[src/design/multi_task_watchdog_top_macros.svh]
// assertion macros for the multi-task watchdog top level
`ifndef MULTI_TASK_WATCHDOG_TOP_MACROS_SVH
`define MULTI_TASK_WATCHDOG_TOP_MACROS_SVH

// same-cycle implication, checked outside reset
`define MTW_ASSERT_NOW(lbl, ante, cons, msg) \
	lbl: assert property (@(posedge clk) disable iff (!arst_n) (ante) |-> (cons)) \
		else $error(msg);

// next-cycle implication, checked outside reset
`define MTW_ASSERT_NEXT(lbl, ante, cons, msg) \
	lbl: assert property (@(posedge clk) disable iff (!arst_n) (ante) |=> (cons)) \
		else $error(msg);

`endif

[src/design/mtw_pkg.sv]
// shared types and constants of the multi-task watchdog
package mtw_pkg;

	// default number of supervised slots
	localparam int unsigned MAX_SLOTS_DEF = 16;

	// entries of the command queue between front and back
	localparam int unsigned QUEUE_DEPTH = 2;

	typedef enum logic [1:0] {
		OP_TICK     = 2'd0,
		OP_REGISTER = 2'd1,
		OP_KICK     = 2'd2,
		OP_CHECK    = 2'd3
	} mtw_op_t;

	typedef enum logic [1:0] {
		ST_OK   = 2'd0,
		ST_ERR  = 2'd1,
		ST_HANG = 2'd2
	} mtw_status_t;

	typedef enum logic {
		BK_IDLE = 1'b0,
		BK_SCAN = 1'b1
	} mtw_back_state_t;

	// one classified command as it travels through the queue
	typedef struct packed {
		mtw_op_t     op;
		logic [3:0]  idx;
		logic [31:0] timeout;
	} mtw_cmd_t;

	// queue status seen by the front and the back
	typedef struct packed {
		logic full;
		logic valid;
	} mtw_qstat_t;

endpackage

[src/design/multi_task_watchdog_top.sv]
// Multi-task watchdog: a command is accepted at a clock edge with start high and busy
// low; its single result shows on the result ports for one cycle with done high and
// cannot be held off. Tick, register and kick complete as they are popped; a check reads
// the slot tables one entry per cycle and ends at the first slot found hung or after
// the last registered slot, and gives its result at once when no slot is registered.
// A two-entry command queue and an input stage let up to three commands be taken ahead
// of execution, after which busy stays high until the execution unit pops a command
// from the queue. Results follow the accepted commands in order.
`include "multi_task_watchdog_top_macros.svh"

module multi_task_watchdog_top #(
	parameter int unsigned MAX_SLOTS = mtw_pkg::MAX_SLOTS_DEF
) (
	input  logic        clk,
	input  logic        arst_n,
	input  logic        start,
	input  logic [1:0]  mode,
	input  logic [3:0]  task_index,
	input  logic [31:0] timeout,
	output logic        busy,
	output logic        done,
	output logic [1:0]  status,
	output logic [3:0]  hung_task,
	output logic [3:0]  new_slot,
	output logic [31:0] checks_done
);

	mtw_pkg::mtw_qstat_t qstat;
	mtw_pkg::mtw_cmd_t   push_cmd;
	mtw_pkg::mtw_cmd_t   head_cmd;
	logic                push;
	logic                pop;

	// accept and decode
	mtw_front u_front (
		.clk        (clk),
		.arst_n     (arst_n),
		.start      (start),
		.mode       (mode),
		.task_index (task_index),
		.timeout    (timeout),
		.qstat      (qstat),
		.busy       (busy),
		.push       (push),
		.push_cmd   (push_cmd)
	);

	// decoupling queue
	mtw_queue u_queue (
		.clk      (clk),
		.arst_n   (arst_n),
		.push     (push),
		.push_cmd (push_cmd),
		.pop      (pop),
		.qstat    (qstat),
		.head_cmd (head_cmd)
	);

	// execution
	mtw_back #(
		.MAX_SLOTS (MAX_SLOTS)
	) u_back (
		.clk         (clk),
		.arst_n      (arst_n),
		.qstat       (qstat),
		.head_cmd    (head_cmd),
		.pop         (pop),
		.done        (done),
		.status      (status),
		.hung_task   (hung_task),
		.new_slot    (new_slot),
		.checks_done (checks_done)
	);

	// checks on queue use and result consistency
	`MTW_ASSERT_NOW(a_pop_nonempty, pop, qstat.valid, "pop from empty command queue")
	`MTW_ASSERT_NOW(a_push_notfull, push, !qstat.full, "push into full command queue")
	`MTW_ASSERT_NEXT(a_busy_holds, busy && !pop, busy, "busy dropped without a queue pop")
	`MTW_ASSERT_NOW(a_hung_only_hang, done && hung_task != 4'd0,
		status == mtw_pkg::ST_HANG, "hung slot reported without hang status")

endmodule

[src/design/mtw_front.sv]
// front end: takes input transactions, decodes the mode and feeds the queue
module mtw_front (
	input  logic              clk,
	input  logic              arst_n,
	input  logic              start,
	input  logic [1:0]        mode,
	input  logic [3:0]        task_index,
	input  logic [31:0]       timeout,
	input  mtw_pkg::mtw_qstat_t qstat,
	output logic              busy,
	output logic              push,
	output mtw_pkg::mtw_cmd_t push_cmd
);

	logic              valid_s1;
	mtw_pkg::mtw_cmd_t cmd_s1;
	mtw_pkg::mtw_cmd_t cmd_dec;
	logic              accept;

	// decode the mode into an operation
	always_comb begin
		cmd_dec.idx     = task_index;
		cmd_dec.timeout = timeout;
		case (mode)
			mtw_pkg::OP_TICK:     cmd_dec.op = mtw_pkg::OP_TICK;
			mtw_pkg::OP_REGISTER: cmd_dec.op = mtw_pkg::OP_REGISTER;
			mtw_pkg::OP_KICK:     cmd_dec.op = mtw_pkg::OP_KICK;
			default: cmd_dec.op = mtw_pkg::OP_CHECK;
		endcase
	end

	// hold off new transactions while the stage waits on a full queue
	assign busy   = valid_s1 & qstat.full;
	assign accept = start & ~busy;
	assign push   = valid_s1 & ~qstat.full;
	assign push_cmd = cmd_s1;

	// input stage valid
	always_ff @(posedge clk or negedge arst_n) begin
		if (!arst_n) begin
			valid_s1 <= 1'b0;
		end else begin
			valid_s1 <= accept | busy;
		end
	end

	// input stage payload
	always_ff @(posedge clk) begin
		if (accept) begin
			cmd_s1 <= cmd_dec;
		end
	end

endmodule

[src/design/mtw_queue.sv]
// small command queue between front and back
module mtw_queue (
	input  logic              clk,
	input  logic              arst_n,
	input  logic              push,
	input  mtw_pkg::mtw_cmd_t push_cmd,
	input  logic              pop,
	output mtw_pkg::mtw_qstat_t qstat,
	output mtw_pkg::mtw_cmd_t head_cmd
);

	localparam int unsigned DEPTH = mtw_pkg::QUEUE_DEPTH;
	localparam int unsigned PW    = (DEPTH > 1) ? $clog2(DEPTH) : 1;
	localparam int unsigned NW    = $clog2(DEPTH + 1);

	mtw_pkg::mtw_cmd_t entry_q [DEPTH];
	logic [PW-1:0]     wr_ptr_q;
	logic [PW-1:0]     rd_ptr_q;
	logic [NW-1:0]     count_q;

	assign qstat.full  = (count_q == NW'(DEPTH));
	assign qstat.valid = (count_q != '0);
	assign head_cmd    = entry_q[rd_ptr_q];

	// pointers and fill count
	always_ff @(posedge clk or negedge arst_n) begin
		if (!arst_n) begin
			wr_ptr_q <= '0;
			rd_ptr_q <= '0;
			count_q  <= '0;
		end else begin
			if (push) begin
				wr_ptr_q <= (wr_ptr_q == PW'(DEPTH - 1)) ? '0 : PW'(wr_ptr_q + 1'b1);
			end
			if (pop) begin
				rd_ptr_q <= (rd_ptr_q == PW'(DEPTH - 1)) ? '0 : PW'(rd_ptr_q + 1'b1);
			end
			if (push && !pop) begin
				count_q <= NW'(count_q + 1'b1);
			end else if (pop && !push) begin
				count_q <= NW'(count_q - 1'b1);
			end
		end
	end

	// entry storage
	always_ff @(posedge clk) begin
		if (push) begin
			entry_q[wr_ptr_q] <= push_cmd;
		end
	end

endmodule

[src/design/mtw_back.sv]
// back end: slot tables, millisecond clock, check scan and result registers
module mtw_back #(
	parameter int unsigned MAX_SLOTS = mtw_pkg::MAX_SLOTS_DEF
) (
	input  logic              clk,
	input  logic              arst_n,
	input  mtw_pkg::mtw_qstat_t qstat,
	input  mtw_pkg::mtw_cmd_t head_cmd,
	output logic              pop,
	output logic              done,
	output logic [1:0]        status,
	output logic [3:0]        hung_task,
	output logic [3:0]        new_slot,
	output logic [31:0]       checks_done
);

	localparam int unsigned CW = $clog2(MAX_SLOTS + 1);
	localparam int unsigned AW = (MAX_SLOTS > 1) ? $clog2(MAX_SLOTS) : 1;

	mtw_pkg::mtw_back_state_t state_q, state_d;

	logic [31:0]   now_q;
	logic [CW-1:0] count_q;
	logic [31:0]   total_q;
	logic [CW-1:0] scan_q;

	// slot tables
	logic [31:0] tmo_mem [MAX_SLOTS];
	logic [31:0] kick_mem [MAX_SLOTS];

	// scan read pipeline
	logic          rd_vld_s1;
	logic [CW-1:0] rd_idx_s1;
	logic [31:0]   rd_tmo_s1;
	logic [31:0]   rd_kick_s1;

	// result registers
	logic                 done_q;
	mtw_pkg::mtw_status_t status_q;
	logic [3:0]           hung_q;
	logic [3:0]           new_q;

	// control from the output decode
	logic                 now_inc, count_inc, total_inc, scan_clr;
	logic                 wr_tmo, wr_kick, rd_en;
	logic [AW-1:0]        wr_addr;
	logic                 res_vld;
	mtw_pkg::mtw_status_t res_status;
	logic [3:0]           res_hung, res_new;

	// derived compares
	logic [CW+3:0] idx_wide;
	logic [CW+3:0] count_wide;
	logic [CW+3:0] rd_idx_wide;
	logic [CW+3:0] new_wide;
	logic          idx_ok;
	logic          table_full;
	logic [31:0]   age;
	logic          hit;
	logic          last;

	assign idx_wide    = {{CW{1'b0}}, head_cmd.idx};
	assign count_wide  = {4'b0, count_q};
	assign rd_idx_wide = {4'b0, rd_idx_s1};
	assign new_wide    = {4'b0, count_q};
	assign idx_ok      = (idx_wide < count_wide);
	assign table_full  = (count_q == CW'(MAX_SLOTS));
	assign age         = now_q - rd_kick_s1;
	assign hit         = rd_vld_s1 & (age > rd_tmo_s1);
	assign last        = rd_vld_s1 & (CW'(rd_idx_s1 + 1'b1) == count_q);

	// next state
	always_comb begin
		state_d = state_q;
		case (state_q)
			mtw_pkg::BK_IDLE: begin
				if (qstat.valid && head_cmd.op == mtw_pkg::OP_CHECK && count_q != '0) begin
					state_d = mtw_pkg::BK_SCAN;
				end
			end
			mtw_pkg::BK_SCAN: begin
				if (hit || last) begin
					state_d = mtw_pkg::BK_IDLE;
				end
			end
			default: state_d = mtw_pkg::BK_IDLE;
		endcase
	end

	// control outputs
	always_comb begin
		pop        = 1'b0;
		now_inc    = 1'b0;
		count_inc  = 1'b0;
		total_inc  = 1'b0;
		scan_clr   = 1'b0;
		wr_tmo     = 1'b0;
		wr_kick    = 1'b0;
		wr_addr    = count_q[AW-1:0];
		rd_en      = 1'b0;
		res_vld    = 1'b0;
		res_status = mtw_pkg::ST_OK;
		res_hung   = 4'd0;
		res_new    = 4'd0;
		case (state_q)
			mtw_pkg::BK_IDLE: begin
				if (qstat.valid) begin
					pop = 1'b1;
					case (head_cmd.op)
						mtw_pkg::OP_TICK: begin
							now_inc = 1'b1;
							res_vld = 1'b1;
						end
						mtw_pkg::OP_REGISTER: begin
							res_vld = 1'b1;
							if (table_full) begin
								res_status = mtw_pkg::ST_ERR;
							end else begin
								wr_tmo    = 1'b1;
								wr_kick   = 1'b1;
								count_inc = 1'b1;
								res_new   = new_wide[3:0];
							end
						end
						mtw_pkg::OP_KICK: begin
							res_vld = 1'b1;
							wr_addr = idx_wide[AW-1:0];
							if (idx_ok) begin
								wr_kick = 1'b1;
							end else begin
								res_status = mtw_pkg::ST_ERR;
							end
						end
						default: begin
							total_inc = 1'b1;
							scan_clr  = 1'b1;
							if (count_q == '0) begin
								res_vld = 1'b1;
							end
						end
					endcase
				end
			end
			mtw_pkg::BK_SCAN: begin
				if (hit) begin
					res_vld    = 1'b1;
					res_status = mtw_pkg::ST_HANG;
					res_hung   = rd_idx_wide[3:0];
				end else if (last) begin
					res_vld = 1'b1;
				end else if (scan_q < count_q) begin
					rd_en = 1'b1;
				end
			end
			default: begin
				pop = 1'b0;
			end
		endcase
	end

	// control and counter registers
	always_ff @(posedge clk or negedge arst_n) begin
		if (!arst_n) begin
			state_q   <= mtw_pkg::BK_IDLE;
			now_q     <= '0;
			count_q   <= '0;
			total_q   <= '0;
			scan_q    <= '0;
			rd_vld_s1 <= 1'b0;
			done_q    <= 1'b0;
		end else begin
			state_q   <= state_d;
			rd_vld_s1 <= rd_en;
			done_q    <= res_vld;
			if (now_inc) begin
				now_q <= now_q + 32'd1;
			end
			if (count_inc) begin
				count_q <= CW'(count_q + 1'b1);
			end
			if (total_inc) begin
				total_q <= total_q + 32'd1;
			end
			if (scan_clr) begin
				scan_q <= '0;
			end else if (rd_en) begin
				scan_q <= CW'(scan_q + 1'b1);
			end
		end
	end

	// timeout table
	always_ff @(posedge clk) begin
		if (wr_tmo) begin
			tmo_mem[wr_addr] <= head_cmd.timeout;
		end
		if (rd_en) begin
			rd_tmo_s1 <= tmo_mem[scan_q[AW-1:0]];
		end
	end

	// last kick table
	always_ff @(posedge clk) begin
		if (wr_kick) begin
			kick_mem[wr_addr] <= now_q;
		end
		if (rd_en) begin
			rd_kick_s1 <= kick_mem[scan_q[AW-1:0]];
		end
	end

	// scan index follows the read
	always_ff @(posedge clk) begin
		if (rd_en) begin
			rd_idx_s1 <= scan_q;
		end
	end

	// result payload
	always_ff @(posedge clk) begin
		if (res_vld) begin
			status_q <= res_status;
			hung_q   <= res_hung;
			new_q    <= res_new;
		end
	end

	assign done        = done_q;
	assign status      = status_q;
	assign hung_task   = hung_q;
	assign new_slot    = new_q;
	assign checks_done = total_q;

endmodule

[config.mk]
export PLATFORM = sky130hd
export DESIGN_NAME = multi_task_watchdog_top
export DESIGN_NICKNAME = d
export VERILOG_FILES = /design/src/design/mtw_pkg.sv /design/src/design/multi_task_watchdog_top.sv /design/src/design/mtw_front.sv /design/src/design/mtw_queue.sv /design/src/design/mtw_back.sv
export VERILOG_INCLUDE_DIRS = /design/src /design/src/design
export SDC_FILE = /design/constraint.sdc
export NUM_CORES = 1
export LEC_CHECK = 0
export ABC_AREA = 0
export BUFFER_PORTS_ARGS = -buffer_cell sky130_fd_sc_hd__buf_2
export CORE_ASPECT_RATIO = 0.7
export CORE_MARGIN = 5
export CORE_UTILIZATION = 36
export CTS_CLUSTER_SIZE = 14
export DETAILED_ROUTE_END_ITERATION = 10
export PLACE_DENSITY = 0.57
export SLEW_MARGIN = 10
export SYNTH_ARGS = -nofsm -noshare
export SYNTH_HDL_FRONTEND = slang
export SYNTH_SLANG_ARGS = --single-unit
export TNS_END_PERCENT = 50
[constraint.sdc]
create_clock -name clk -period 5.99 [get_ports clk]
set_input_delay 0.599 -clock clk [delete_from_list [all_inputs] [get_ports clk]]
set_output_delay 0.599 -clock clk [all_outputs]
set_load 0.05 [all_outputs]
==> impl_metrics.env <==
export IMPL_layout_cells_non_filler=4688
export IMPL_wl_met2_um=53600
export IMPL_fmax_mhz=175
export IMPL_worst_slack_ns=0.272
export IMPL_remaining_drc_errors=0
export IMPL_setup_violations_final=0
export IMPL_p_sw_share_pct=31.0
export IMPL_die_y_um=327
export IMPL_final_cell_mix="1,217 x edfxtp_1, 320 x mux4_2, 122 x clkbuf_16"
export IMPL_dpl_instance_area_sq_mm=0.0549
export IMPL_worst_setup_path_type="flop to flop"
export IMPL_dieWidth_um=462
export IMPL_clock_path_buffers=3
export IMPL_drive_gt1_share_pct=26.4
export IMPL_cts_sinks=1299
export IMPL_final_max_slew_viol_count=0
export IMPL_drtAntennaViolNets=0
export IMPL_synth_nets=2622
export IMPL_final_common_cell="edfxtp_1"
export IMPL_place_congestion=0.821
export IMPL_rsz0062_at_grt="false"
export IMPL_post_cts_setup_buffer_count=0
export IMPL_peakVddDrop_mv=0.383
export IMPL_crit_required_ns=6.40
export IMPL_path_clk_slew_ns=0.06
export IMPL_seq_area_frac_synth_pct=74.8
export IMPL_synth_warnings=0
export IMPL_dr_total_vias=25001
export IMPL_setup_tns_ns=0
export IMPL_routed_top_layer="met5"
export IMPL_ys_flop_type="edfxtp_1"
export IMPL_synth_distinct_cells=66
export IMPL_p_leak_nw=19.2
export IMPL_cp_startpoint="u_back.now_q[0]"
export IMPL_dp_cells=4446
export IMPL_cp_start_kind="flop"
export IMPL_grt_util_all_layers_pct=15.6
export IMPL_fin_nets=2814
export IMPL_clock_root_buffer="clkbuf_16"
export IMPL_synth_async_reset_ratio_pct=6.31
export IMPL_synthTopCellsByArea="edfxtp_1 71%, mux4_2 14%, dfrtp_1 4.0%, ha_1 2.0%, xnor2_1 1.1%"
export IMPL_worstPathMaxFanout=24
export IMPL_die_area_sq_mm=0.151
export IMPL_cts_hold_buf=10
export IMPL_cp_arrival_ns=6.12
export IMPL_pwr_share_seq_pct=44.9
export IMPL_status="finished clean"
export IMPL_worstMarginPinSlew_ns=1.08
export IMPL_hp_start="timeout[18]"
export IMPL_synth_cells=2499
export IMPL_pre_cts_ws_ns=0.472
export IMPL_wl_per_cell_um=25.4
export IMPL_p_per_area_mw_per_mm2=467
export IMPL_core_area_sq_mm=0.143
export IMPL_final_cell_area_sq_mm=0.0588
export IMPL_period_needed_ns=5.72
export IMPL_initial_core_util_pct=36.1
export IMPL_synth_top_area_cell="edfxtp_1"
export IMPL_cts_resized_gates=0
export IMPL_endpoint_kind="flop"
export IMPL_synth_top_cell_area_share_pct=70.9
export IMPL_comb_power_share_pct=28.0
export IMPL_maxCapViolations=0
export IMPL_finClkSkew_ns=0.0322
export IMPL_drt_iter0_drc=2513
export IMPL_area_growth_pct=14.0
export IMPL_clkLatencyLatePin_ns=0.73
export IMPL_vias_per_cell=5.33
export IMPL_fin_crit_sh_pct=95.5
export IMPL_final_hold_viol_count=0
export IMPL_antenna_found_initial=7
export IMPL_p_int_mw=18.9
export IMPL_hp_class="input pin to flop"
export IMPL_synth_area_per_cell_sq_um=20.6
export IMPL_cts_tree="done"
export IMPL_dp_hpwl_um=66200
export IMPL_pwr_share_clk_pct=27.1
export IMPL_synth_enable_flop_cells=1217
export IMPL_wl_met1_um=55300
export IMPL_h_tree_depth=3
export IMPL_crit_reg2reg_launch="u_back.now_q[0]"
export IMPL_wl_um=119000
export IMPL_synth_area_sq_mm=0.0516
export IMPL_synth_seq_cells=1299
export IMPL_grt_pass1_wl_um=174000
export IMPL_wl_met3_um=7830
export IMPL_rows=116
export IMPL_cts_buffers=121
export IMPL_dr_pass1_iters=5
export IMPL_ios=85
export IMPL_max_slew_margin_rel_pct=28.0
export IMPL_grt_max_degree=121
export IMPL_grt_pass1_vias=25763
export IMPL_io_buffer_count=84
export IMPL_power_switching_mw=8.51
export IMPL_overflow=0
-- critical path, stage by stage, from the launching register on --
cell,delay (ns)
dfrtp_1,0.39
inv_1,0.07
ha_1,0.18
inv_1,0.07
fa_1,0.40
a21o_1,0.20
a311o_1,0.40
and3_1,0.16
o21ai_0,0.34
a31oi_1,0.30
a311o_1,0.41
ha_1,0.29
nand4_1,0.17
nor4_1,0.41
nand2_1,0.15
or4_1,0.55
o211a_1,0.20
nand2b_1,0.21
clkinv_2,0.23
buf_12,0.22
-- state kept, by name (all words and copies together), names as in the netlist, 32 cells and up --
name / flops
u_back.kick_mem: 512
u_queue.entry_q: 76
u_back.now_q: 32
u_back.rd_tmo_s1: 32
u_back.checks_done: 32
u_back.tmo_mem: 512
u_back.rd_kick_s1: 32
u_front.push_cmd: 38
-- routing by layer --
| layer | vias to the layer above | GRT usage (%) |
|---|---|---|
| met1 | 13395 | 23.5 |
| met3 | 148 | 3.04 |
| met4 | 2 | 3.27 |
| met2 | 853 | 23.6 |
| li1 | 10603 | - |
| met5 | - | 0 |
-- path summary, 6_finish.rpt --
| check | end | slack [ns] | cells past startpoint |
|---|---|---|---|
| worst max-delay path | u_back.rd_kick_s1[28] | 0.27 | 19 |
| worst min-delay path | u_front.push_cmd[18] | 0.06 | 1 |
| worst max register to register | u_back.rd_kick_s1[28] | 0.27 | 19 |
| worst min register to register | u_queue.entry_q[1][10] | 0.45 | 0 |
| max in group asynchronous | u_back.scan_q[0] | 4.48 | 3 |
| min in group asynchronous | u_back.checks_done[29] | 0.35 | 2 |
-- Yosys cell counts, drive strengths merged (11+ instances only) --
| cell type | n |
|---|---|
| nand2 | 70 |
| a21oi | 47 |
| clkbuf | 58 |
| buf | 37 |
| xor2 | 31 |
| a21o | 15 |
| mux2 | 37 |
| nand3 | 35 |
| xnor2 | 67 |
| ha | 81 |
| inv | 90 |
| nor3 | 15 |
| edfxtp | 1217 |
| and3 | 28 |
| nand4 | 21 |
| nor2 | 86 |
| nor2b | 11 |
| mux4 | 320 |
| mux2i | 13 |
| dfrtp | 82 |
| o21ai | 25 |
-- cells by family (layout without fill, tap and decap cells) --
family | Yosys count | after routing | share of synthesized area, %
AO/OA/AOI/OAI | 149 | 149 | 1.91
XOR/XNOR | 98 | 98 | 1.66
other | 0 | 4 | 0
AND/OR/NAND/NOR | 316 | 316 | 3.15
flip-flops | 1299 | 1299 | 74.8
adder cells (fa/ha/maj) | 82 | 82 | 2.00
buffers and inverters | 185 | 482 | 1.40
multiplexers | 370 | 370 | 15.0
-- per-stage QoR --
stage               hold WS [ns]  power (mW)  utilization (%)
floorplan                  0.303        17.6                -
global placement           0.424        20.1             38.4
detailed placement         0.434        20.3             38.4
CTS                     0.000459        27.8             41.2
global route             0.00104        28.8             41.2
finish                    0.0596        27.4             41.2
-- power groups by stage --
stage / clock network, mW / logic (mW) / registers [mW]
2_1_floorplan: 0 / 5.18 / 12.4
3_3_place_gp: 0 / 7.57 / 12.5
3_5_place_dp: 0 / 7.77 / 12.5
4_1_cts: 7.61 / 7.82 / 12.3
5_1_grt: 8.01 / 8.32 / 12.4
6_report: 7.43 / 7.69 / 12.3
-- area by class of cell --
type                            count  area, sq um
Clock buffer                      152         3250
Tap cell                         1888         2360
Clock inverter                     76          569
Antenna cell                        4         10.0
Sequential cell                  1299        38600
Fill cell                       12368        83900
Timing Repair Buffer              164         1150
Inverter                           90          339
Multi-Input combinational cell   1015        12500
Power figures use the tool's default switching activity.
